===== src/hw/rtl/positional_ordered_list_core_assert.svh =====
// Assertion macros for the positional ordered list core.
// Each check is clocked on clk and is held off while rst_n is low.
`ifndef POSITIONAL_ORDERED_LIST_CORE_ASSERT_SVH
`define POSITIONAL_ORDERED_LIST_CORE_ASSERT_SVH

`ifndef SYNTHESIS
// Implication check, held off during reset
`define POL_ASSERT(lbl, prop, msg) \
  lbl: assert property (@(posedge clk) disable iff (!rst_n) prop) else $error(msg);
// Plain invariant, held off during reset
`define POL_ASSERT_ALWAYS(lbl, expr, msg) \
  lbl: assert property (@(posedge clk) disable iff (!rst_n) (expr)) else $error(msg);
`else
`define POL_ASSERT(lbl, prop, msg)
`define POL_ASSERT_ALWAYS(lbl, expr, msg)
`endif

`endif


===== src/hw/rtl/pol_pkg.sv =====
`timescale 1ns / 1ps
`default_nettype none
package pol_pkg;

  // Default list capacity
  localparam int unsigned POL_DEPTH = 32;

  // Beat field widths
  localparam int unsigned OP_W     = 2;
  localparam int unsigned POS_W    = 8;
  localparam int unsigned VAL_W    = 32;
  localparam int unsigned STAT_W   = 3;
  localparam int unsigned FPOS_W   = 6;
  localparam int unsigned CNT_W    = 6;
  localparam int unsigned IN_DW    = 48;
  localparam int unsigned OUT_DW   = 48;

  typedef enum logic [OP_W-1:0] {
    OP_INSERT = 2'd0,
    OP_DELETE = 2'd1,
    OP_SEARCH = 2'd2,
    OP_DUMP   = 2'd3
  } pol_op_t;

  typedef enum logic [STAT_W-1:0] {
    STAT_OK       = 3'd0,
    STAT_EMPTY    = 3'd1,
    STAT_BOUNDS   = 3'd2,
    STAT_NOTFOUND = 3'd3,
    STAT_FULL     = 3'd4
  } pol_status_t;

  typedef enum logic [3:0] {
    S_IDLE,
    S_SH_RD,
    S_SH_WR,
    S_PUT,
    S_SR_RD,
    S_SR_CMP,
    S_DP_RD,
    S_DP_EMIT,
    S_RESP
  } pol_state_t;

endpackage
`default_nettype wire


===== src/hw/rtl/positional_ordered_list_core.sv =====
// Positional ordered list: holds up to DEPTH signed 32-bit values in one
// memory with a single write port and a registered read port, driven by a
// small sequencer. One input beat is taken at a time; in_tready is low
// until the last result beat of that item has been loaded into the output
// register. An insert moves each entry at or above its slot one up, a read
// then a write each, then writes the value; a delete moves the entries
// above its slot down alike; a search compares entries from the start; a
// dump emits each entry, holding while the output is occupied. Errors
// (empty, out of bounds, full) go straight to the response. No clearing
// pass is needed after reset: only entries below the count are read.
`timescale 1ns / 1ps
`default_nettype none
`include "positional_ordered_list_core_assert.svh"
module positional_ordered_list_core #(
  parameter int unsigned DEPTH = pol_pkg::POL_DEPTH
) (
  input  wire logic                        clk,
  input  wire logic                        rst_n,
  input  wire logic                        in_tvalid,
  output logic                             in_tready,
  // op [1:0], position [9:2], value [41:10], zero [47:42]
  input  wire logic [pol_pkg::IN_DW-1:0]   in_tdata,
  output logic                             out_tvalid,
  input  wire logic                        out_tready,
  // status [2:0], found_position [8:3], entry_value [40:9],
  // entry_count [46:41], zero [47]
  output logic [pol_pkg::OUT_DW-1:0]       out_tdata,
  output logic                             out_tlast
);
  import pol_pkg::*;

  localparam int unsigned AW = (DEPTH > 1) ? $clog2(DEPTH) : 1;
  localparam int unsigned CW = $clog2(DEPTH + 1);

  // Sequencer and working registers
  pol_state_t            state_r, state_nxt;
  pol_op_t               op_r, op_nxt;
  logic [VAL_W-1:0]      val_r, val_nxt;
  logic [CW-1:0]         idx_r, idx_nxt;
  logic [CW-1:0]         ptr_r, ptr_nxt;
  logic [CW-1:0]         count_r, count_nxt;
  pol_status_t           res_status_r, res_status_nxt;
  logic [FPOS_W-1:0]     res_pos_r, res_pos_nxt;

  // Output register
  logic                  out_valid_r, out_valid_nxt;
  pol_status_t           out_status_r, out_status_nxt;
  logic [FPOS_W-1:0]     out_pos_r, out_pos_nxt;
  logic [VAL_W-1:0]      out_val_r, out_val_nxt;
  logic [CNT_W-1:0]      out_cnt_r, out_cnt_nxt;
  logic                  out_last_r, out_last_nxt;
  logic                  out_load;
  logic                  out_free;

  // Memory ports
  logic [VAL_W-1:0]      mem [DEPTH];
  logic [VAL_W-1:0]      rd_data_r;
  logic                  rd_en;
  logic [AW-1:0]         rd_addr;
  logic                  wr_en;
  logic [AW-1:0]         wr_addr;
  logic [VAL_W-1:0]      wr_data;

  // Beat decode
  pol_op_t               in_op;
  logic [POS_W-1:0]      in_pos;
  logic [VAL_W-1:0]      in_val;
  logic                  in_acc;
  logic [POS_W:0]        pos_w;
  logic [POS_W:0]        cnt_w;
  logic                  ins_rng;
  logic                  del_rng;
  logic                  is_full;
  logic                  is_empty;
  logic [CW-1:0]         ins_idx;
  logic [CW-1:0]         del_idx;
  logic [CW-1:0]         ptr_inc;
  logic [CW-1:0]         ptr_inc2;
  logic [CW-1:0]         ptr_dec;
  logic [CW-1:0]         del_idx_inc;
  logic                  hit;

  assign in_op    = pol_op_t'(in_tdata[1:0]);
  assign in_pos   = in_tdata[9:2];
  assign in_val   = in_tdata[41:10];
  assign in_tready = (state_r == S_IDLE);
  assign in_acc   = in_tvalid && in_tready;
  assign out_free = !out_valid_r || out_tready;

  // Range checks against the current count
  assign pos_w    = {1'b0, in_pos};
  assign cnt_w    = (POS_W + 1)'(count_r);
  assign ins_rng  = (in_pos == '0) || (pos_w <= cnt_w + 9'd1);
  assign del_rng  = (in_pos == '0) || (pos_w <= cnt_w);
  assign is_full  = (count_r >= CW'(DEPTH));
  assign is_empty = (count_r == '0);
  assign ins_idx  = (in_pos == '0) ? count_r : CW'(pos_w - 9'd1);
  assign del_idx  = (in_pos == '0) ? (count_r - CW'(1)) : CW'(pos_w - 9'd1);
  assign del_idx_inc = del_idx + CW'(1);
  assign ptr_inc  = ptr_r + CW'(1);
  assign ptr_inc2 = ptr_r + CW'(2);
  assign ptr_dec  = ptr_r - CW'(1);
  assign hit      = (rd_data_r == val_r);

  // Next state
  always_comb begin
    state_nxt = state_r;
    unique case (state_r)
      S_IDLE: begin
        if (in_acc) begin
          unique case (in_op)
            OP_INSERT: begin
              if (!ins_rng || is_full) state_nxt = S_RESP;
              else if (count_r > ins_idx) state_nxt = S_SH_RD;
              else state_nxt = S_PUT;
            end
            OP_DELETE: begin
              if (is_empty || !del_rng) state_nxt = S_RESP;
              else if (del_idx_inc < count_r) state_nxt = S_SH_RD;
              else state_nxt = S_RESP;
            end
            OP_SEARCH: state_nxt = is_empty ? S_RESP : S_SR_RD;
            OP_DUMP:   state_nxt = is_empty ? S_RESP : S_DP_RD;
            default:   state_nxt = S_RESP;
          endcase
        end
      end
      S_SH_RD: state_nxt = S_SH_WR;
      S_SH_WR: begin
        if (op_r == OP_INSERT) begin
          state_nxt = (ptr_dec > idx_r) ? S_SH_RD : S_PUT;
        end else begin
          state_nxt = (ptr_inc2 < count_r) ? S_SH_RD : S_RESP;
        end
      end
      S_PUT:    state_nxt = S_RESP;
      S_SR_RD:  state_nxt = S_SR_CMP;
      S_SR_CMP: begin
        if (hit || (ptr_inc == count_r)) state_nxt = S_RESP;
        else state_nxt = S_SR_RD;
      end
      S_DP_RD:  state_nxt = S_DP_EMIT;
      S_DP_EMIT: begin
        if (out_free) state_nxt = (ptr_inc == count_r) ? S_IDLE : S_DP_RD;
      end
      S_RESP: begin
        if (out_free) state_nxt = S_IDLE;
      end
      default: state_nxt = S_IDLE;
    endcase
  end

  // Datapath, memory ports and output loading
  always_comb begin
    op_nxt         = op_r;
    val_nxt        = val_r;
    idx_nxt        = idx_r;
    ptr_nxt        = ptr_r;
    count_nxt      = count_r;
    res_status_nxt = res_status_r;
    res_pos_nxt    = res_pos_r;
    rd_en          = 1'b0;
    rd_addr        = ptr_r[AW-1:0];
    wr_en          = 1'b0;
    wr_addr        = ptr_r[AW-1:0];
    wr_data        = rd_data_r;
    out_load       = 1'b0;
    out_status_nxt = res_status_r;
    out_pos_nxt    = res_pos_r;
    out_val_nxt    = '0;
    out_last_nxt   = 1'b1;
    unique case (state_r)
      S_IDLE: begin
        if (in_acc) begin
          op_nxt         = in_op;
          val_nxt        = in_val;
          res_pos_nxt    = '0;
          res_status_nxt = STAT_OK;
          ptr_nxt        = '0;
          unique case (in_op)
            OP_INSERT: begin
              if (!ins_rng) res_status_nxt = STAT_BOUNDS;
              else if (is_full) res_status_nxt = STAT_FULL;
              idx_nxt = ins_idx;
              ptr_nxt = count_r;
            end
            OP_DELETE: begin
              if (is_empty) res_status_nxt = STAT_EMPTY;
              else if (!del_rng) res_status_nxt = STAT_BOUNDS;
              else if (!(del_idx_inc < count_r)) count_nxt = count_r - CW'(1);
              ptr_nxt = del_idx;
            end
            OP_SEARCH, OP_DUMP: begin
              if (is_empty) res_status_nxt = STAT_EMPTY;
            end
            default: res_status_nxt = STAT_OK;
          endcase
        end
      end
      S_SH_RD: begin
        // Fetch the neighbour that moves into the slot at ptr
        rd_en   = 1'b1;
        rd_addr = (op_r == OP_INSERT) ? ptr_dec[AW-1:0] : ptr_inc[AW-1:0];
      end
      S_SH_WR: begin
        wr_en   = 1'b1;
        wr_addr = ptr_r[AW-1:0];
        wr_data = rd_data_r;
        if (op_r == OP_INSERT) begin
          ptr_nxt = ptr_dec;
        end else begin
          ptr_nxt = ptr_inc;
          if (!(ptr_inc2 < count_r)) count_nxt = count_r - CW'(1);
        end
      end
      S_PUT: begin
        wr_en     = 1'b1;
        wr_addr   = idx_r[AW-1:0];
        wr_data   = val_r;
        count_nxt = count_r + CW'(1);
      end
      S_SR_RD: begin
        rd_en   = 1'b1;
        rd_addr = ptr_r[AW-1:0];
      end
      S_SR_CMP: begin
        ptr_nxt = ptr_inc;
        if (hit) begin
          res_pos_nxt = FPOS_W'(ptr_inc);
        end else if (ptr_inc == count_r) begin
          res_status_nxt = STAT_NOTFOUND;
        end
      end
      S_DP_RD: begin
        rd_en   = 1'b1;
        rd_addr = ptr_r[AW-1:0];
      end
      S_DP_EMIT: begin
        // Emit one entry per beat, hold while the output is occupied
        out_status_nxt = STAT_OK;
        out_pos_nxt    = FPOS_W'(ptr_inc);
        out_val_nxt    = rd_data_r;
        out_last_nxt   = (ptr_inc == count_r);
        if (out_free) begin
          out_load = 1'b1;
          ptr_nxt  = ptr_inc;
        end
      end
      S_RESP: begin
        out_load = out_free;
      end
      default: out_load = 1'b0;
    endcase
  end

  assign out_cnt_nxt   = CNT_W'(count_r);
  assign out_valid_nxt = out_load ? 1'b1 : (out_tready ? 1'b0 : out_valid_r);

  // Control registers
  always_ff @(posedge clk) begin
    if (!rst_n) begin
      state_r     <= S_IDLE;
      count_r     <= '0;
      out_valid_r <= 1'b0;
    end else begin
      state_r     <= state_nxt;
      count_r     <= count_nxt;
      out_valid_r <= out_valid_nxt;
    end
  end

  // Payload registers
  always_ff @(posedge clk) begin
    op_r         <= op_nxt;
    val_r        <= val_nxt;
    idx_r        <= idx_nxt;
    ptr_r        <= ptr_nxt;
    res_status_r <= res_status_nxt;
    res_pos_r    <= res_pos_nxt;
    if (out_load) begin
      out_status_r <= out_status_nxt;
      out_pos_r    <= out_pos_nxt;
      out_val_r    <= out_val_nxt;
      out_cnt_r    <= out_cnt_nxt;
      out_last_r   <= out_last_nxt;
    end
  end

  // Entry store
  always_ff @(posedge clk) begin
    if (wr_en) mem[wr_addr] <= wr_data;
  end

  always_ff @(posedge clk) begin
    if (rd_en) rd_data_r <= mem[rd_addr];
  end

  assign out_tvalid = out_valid_r;
  assign out_tlast  = out_last_r;
  assign out_tdata  = {1'b0, out_cnt_r, out_val_r, out_pos_r, out_status_r};

  // Checks
  `POL_ASSERT_ALWAYS(a_count_bound, count_r <= CW'(DEPTH), "count exceeds capacity")
  `POL_ASSERT(a_accept_busy, in_acc |=> (state_r != S_IDLE), "accepted beat left sequencer idle")
  `POL_ASSERT(a_count_step, !$stable(count_r) |-> ((count_r == $past(count_r) + CW'(1)) || (count_r + CW'(1) == $past(count_r))), "count moved by more than one")
  `POL_ASSERT(a_partial_ok, (out_tvalid && !out_tlast) |-> (out_tdata[2:0] == STAT_OK), "non-final result without ok status")

endmodule
`default_nettype wire


===== config.mk =====
export PLATFORM = sky130hd
export DESIGN_NAME = positional_ordered_list_core
export DESIGN_NICKNAME = d
export VERILOG_FILES = /design/src/hw/rtl/pol_pkg.sv /design/src/hw/rtl/positional_ordered_list_core.sv
export VERILOG_INCLUDE_DIRS = /design/src /design/src/hw/rtl
export SDC_FILE = /design/constraint.sdc
export NUM_CORES = 2
export LEC_CHECK = 0
export BUFFER_PORTS_ARGS = -buffer_cell sky130_fd_sc_hd__clkbuf_2
export CORE_ASPECT_RATIO = 0.8
export CORE_MARGIN = 3
export CORE_UTILIZATION = 60
export DETAILED_ROUTE_END_ITERATION = 16
export GPL_TIMING_DRIVEN = 0
export PLACE_DENSITY = 0.77
export SLEW_MARGIN = 20
export SYNTH_ARGS = -nofsm -noshare
export SYNTH_HDL_FRONTEND = slang
export SYNTH_SLANG_ARGS = --single-unit

===== constraint.sdc =====
create_clock -name clk -period 4.41 [get_ports clk]
set_input_delay 0 -clock clk [delete_from_list [all_inputs] [get_ports clk]]
set_output_delay 0 -clock clk [all_outputs]
set_load 0.03 [all_outputs]

==> impl_metrics.py <==
metrics = {
    "sta": {
        "min_period_ps": 4280,
        "max-slew-margin-rel": 0.175,
        "hold_viol_final": 0,
        "fin_skew_ps": 48.0,
        "worstMarginPinSlew_ps": 1230,
        "finalCritPeriodShare": 0.971,
        "slew_violations": 0,
        "rsz0062_at_grt": "no",
        "fmax_mhz": 233,
        "final-setup-viol-count": 0,
    },
    "critical_path": {
        "cp-start-kind": "register",
        "crit_family": "buffers and inverters",
        "r2r_slack_ps": 130,
        "crit_type": "register to register",
        "critical_path.endpoint_type": "register",
        "r2r_end": "rd_data_r[15]",
        "ff2ff_path_depth": 12,
        "cp_slowest_cell": "edfxtp_1",
        "worstPathArrival_ps": 4780,
        "timing.rr.start": "ptr_r[1]",
        "path_depth": 12,
        "critPathBufInv": 4,
        "path_cells": "inv_2, ha_2, or3b_2, a21oi_1, xnor2_2, buf_2, clkbuf_4, clkbuf_1, a211oi_1, a311oi_1, o21ai_0, nand3_1",
        "slowest_delay_ps": 530,
        "crit_fanout": 10,
        "worstPathRequired_ps": 4910,
    },
    "min_path": {
        "holdPathEnd": "val_r[21]",
        "hold_path_class": "primary input to register",
        "min_from": "in_tdata[31]",
        "holdPathStages": 2,
    },
    "synth": {
        "synth_top_area_share": 0.725,
        "synth_cell_types": 61,
        "ys.flop_type": "edfxtp_1",
        "syn-cell-area_um2": 48000,
        "synthArstFlopShare": 0,
        "postSynthCellCount": 3153,
        "syn_nets": 3252,
        "synthTopCellsByArea": "edfxtp_1, mux4_2, nand2_1",
        "synth.avg_cell_area_um2": 15.2,
        "synth_warnings": 0,
        "ys_seq_area_frac": 0.730,
        "ys_ff_latch": 1170,
        "synth_edf_count": 1159,
        "netlist.top_cell.by_area": "edfxtp_1",
    },
    "placement": {
        "io_buffers": 94,
        "dp_hpwl_um": 90000,
        "placedCellCount": 4332,
        "place.gp.congestion": 0.934,
    },
    "die": {
        "rows": 92,
        "fp.dieH_um": 259,
        "core_area_um2": 79000,
        "die_area_um2": 83400,
        "die_w_um": 322,
        "initial_core_util": 0.608,
        "ios": 103,
    },
    "run": {
        "maxCapViolCount": 0,
    },
    "route": {
        "ant_nets": 0,
        "wl_per_cell_um": 30.2,
        "wl_um": 138000,
        "vias_per_cell": 6.67,
        "drc": 0,
        "drt_iter0_drc": 4540,
        "first_pass_iters": 8,
        "dr_total_vias": 30450,
    },
    "grt": {
        "grt_overflow": 0,
        "antenna_found_initial": 6,
        "grt_max_degree": 33,
        "grt_pass1_vias": 29950,
        "grt_pass1_wl_um": 198000,
        "track_usage": 0.328,
    },
    "clock_tree": {
        "ctsHtreeMaxLevel": 3,
        "cts.sinks": 1170,
        "root_buffer": "clkbuf_16",
        "cts_tree": "done",
        "clk_latency_ps": 710,
        "cts_buffer_depth": 3,
        "numCtsBuffers": 106,
        "path_clk_slew_ps": 60,
    },
    "power": {
        "p_comb_frac": 0.109,
        "clkPwrFrac": 0.381,
        "total_power_w": 0.0242,
        "p_switching_w": 0.00600,
        "vdd_ir_drop_max_uv": 468,
        "seqPwrFrac": 0.509,
        "switching_share": 0.248,
        "cellInternalPower_w": 0.0182,
        "powerDensity_nw_per_um2": 433,
        "leakage_nw": 18.5,
    },
    "finish": {
        "nNetsFinal": 3547,
        "syn2layout_area_growth_pct": 16.2,
        "finalNonFillerCells": 4568,
        "drive_gt1_frac": 0.174,
        "final_util": 0.706,
    },
    "run_status": {
        "status": "finished clean",
    },
}
-- synth_stat cells (2+ instances only) --
master and n:
o21ai_0 60, a211oi_1 131, nand4_1 39, nand4b_1 2
xnor2_1 25, o22ai_1 2, o31ai_1 4, nand2_1 531
mux4_2 128, nor2b_1 138, nor4_1 43, a31oi_1 35
and3_1 4, or2_2 3, nor2_1 77, nor3_1 21
and2_1 38, xor2_1 42, inv_1 97, mux2i_1 10
buf_4 4, buf_6 3, o21a_1 6, a21oi_1 35
a21boi_0 8, a2111oi_0 2, buf_2 35, or3_1 5
nand3_1 155, a21o_1 5, edfxtp_1 1159, dfxtp_1 11
mux2_2 2, nand2b_1 5, clkbuf_1 135, o221a_2 2
a311oi_1 65, ha_1 47, buf_1 8, o221ai_1 5
o211ai_1 4, o31a_1 2, or3b_2 2
-- stage by stage --
step	setup TNS (ps)	hold WS (ps)	instance area (um2)	setup WS, ps
floorplan	0	98.9	48000	552
global placement	-1388370	179	49800	-1870
detailed placement	-21310	179	51400	-945
CTS	0	1.32	55600	20.9
global route	0	22.4	55800	47.2
finish	0	28.4	55800	127
-- state kept, by name, summed over array words and instances (netlist names) --
signal / cells
rd_data_r: 32
res_pos_r: 6
ptr_r: 6
out_status_r: 3
out_tvalid: 1
res_status_r: 3
out_tlast: 1
state_r: 4
idx_r: 6
out_pos_r: 6
count_r: 6
out_cnt_r: 6
val_r: 32
mem: 1024
op_r: 2
out_val_r: 32
-- timing repair --
item,in CTS,in global routing
hold buffers,44,0
pin swaps,0,1
endpoints found under the hold margin,65,0
setup buffers,1,0
resized for setup,64,49
setup endpoints to repair,32,38
-- cell type report --
class / count / area [um2]
multi-input cells: 1700 / 12600
clock buffers: 130 / 2790
fillers: 4781 / 23200
clock inverters: 63 / 637
repair buffers: 190 / 2190
inverters: 98 / 368
plain buffers: 182 / 832
well taps: 1034 / 1290
diodes: 1 / 2.50
flip-flops and latches: 1170 / 35000
-- worst reg2reg max path: stages (launching register included) --
cell and delay, ps:
edfxtp_1 530, inv_2 200, ha_2 240, or3b_2 440
a21oi_1 230, xnor2_2 240, buf_2 350, clkbuf_4 400
clkbuf_1 470, a211oi_1 130, a311oi_1 360, o21ai_0 260
nand3_1 260
-- layer usage --
metal | wire length [um] | global-route usage | vias to the layer above | part of all wire
met4 | 5330 | 0.127 | 4 | 0.039
met3 | 16500 | 0.0668 | 349 | 0.12
li1 | - | - | 12620 | -
met5 | 27 | 0 | - | 0.00020
met1 | 51100 | 0.461 | 15219 | 0.37
met2 | 64900 | 0.516 | 2258 | 0.47
-- how the worst max path moves through the flow --
stage                           from             to  slack (ps)
final                       ptr_r[1]  rd_data_r[15]         130
after global routing        ptr_r[2]  rd_data_r[13]          50
after CTS                   ptr_r[1]  rd_data_r[27]          20
after detailed placement    ptr_r[2]  rd_data_r[10]        -940
after global placement    state_r[0]    mem[12][24]       -1870
after floorplan           state_r[2]   out_cnt_r[0]         550
-- cells in the final DEF (no fill, tap or decap), types with 36 or more instances in the layout --
master         instances
a211oi_1             131
a311oi_1              64
and2_1                38
buf_16                36
clkbuf_1             125
clkbuf_16            107
clkbuf_2             120
dlygate4sd3_1         44
edfxtp_1            1159
ha_1                  46
inv_1                 95
mux4_2               128
nand2_1              500
nand3_1              155
nand4_1               39
nor2_1                43
nor2b_1              138
o21ai_0               57
xor2_1                41
-- kinds of logic (layout without fill, tap and decap cells) --
kind of cell / Yosys count / count (layout) / share of synthesized area
compound gates: 375 / 375 / 0.0552
xor+xnor: 67 / 67 / 0.0122
fa+ha+maj: 47 / 47 / 0.0123
buf+inv: 283 / 663 / 0.0238
flops: 1170 / 1170 / 0.730
mux: 140 / 140 / 0.0626
other cells: 1 / 2 / 0.0000781
simple gates: 1070 / 1070 / 0.104
-- power by group through the flow --
stage	sequential (W)	combinational [W]	clock, W
final	0.0123	0.00265	0.00921
after global routing	0.0123	0.00278	0.00960
after CTS	0.0123	0.00255	0.00920
after detailed placement	0.0125	0.00241	0
after global placement	0.0126	0.00229	0
after floorplan	0.0126	0.00140	0
Power figures use the tool's default switching activity.
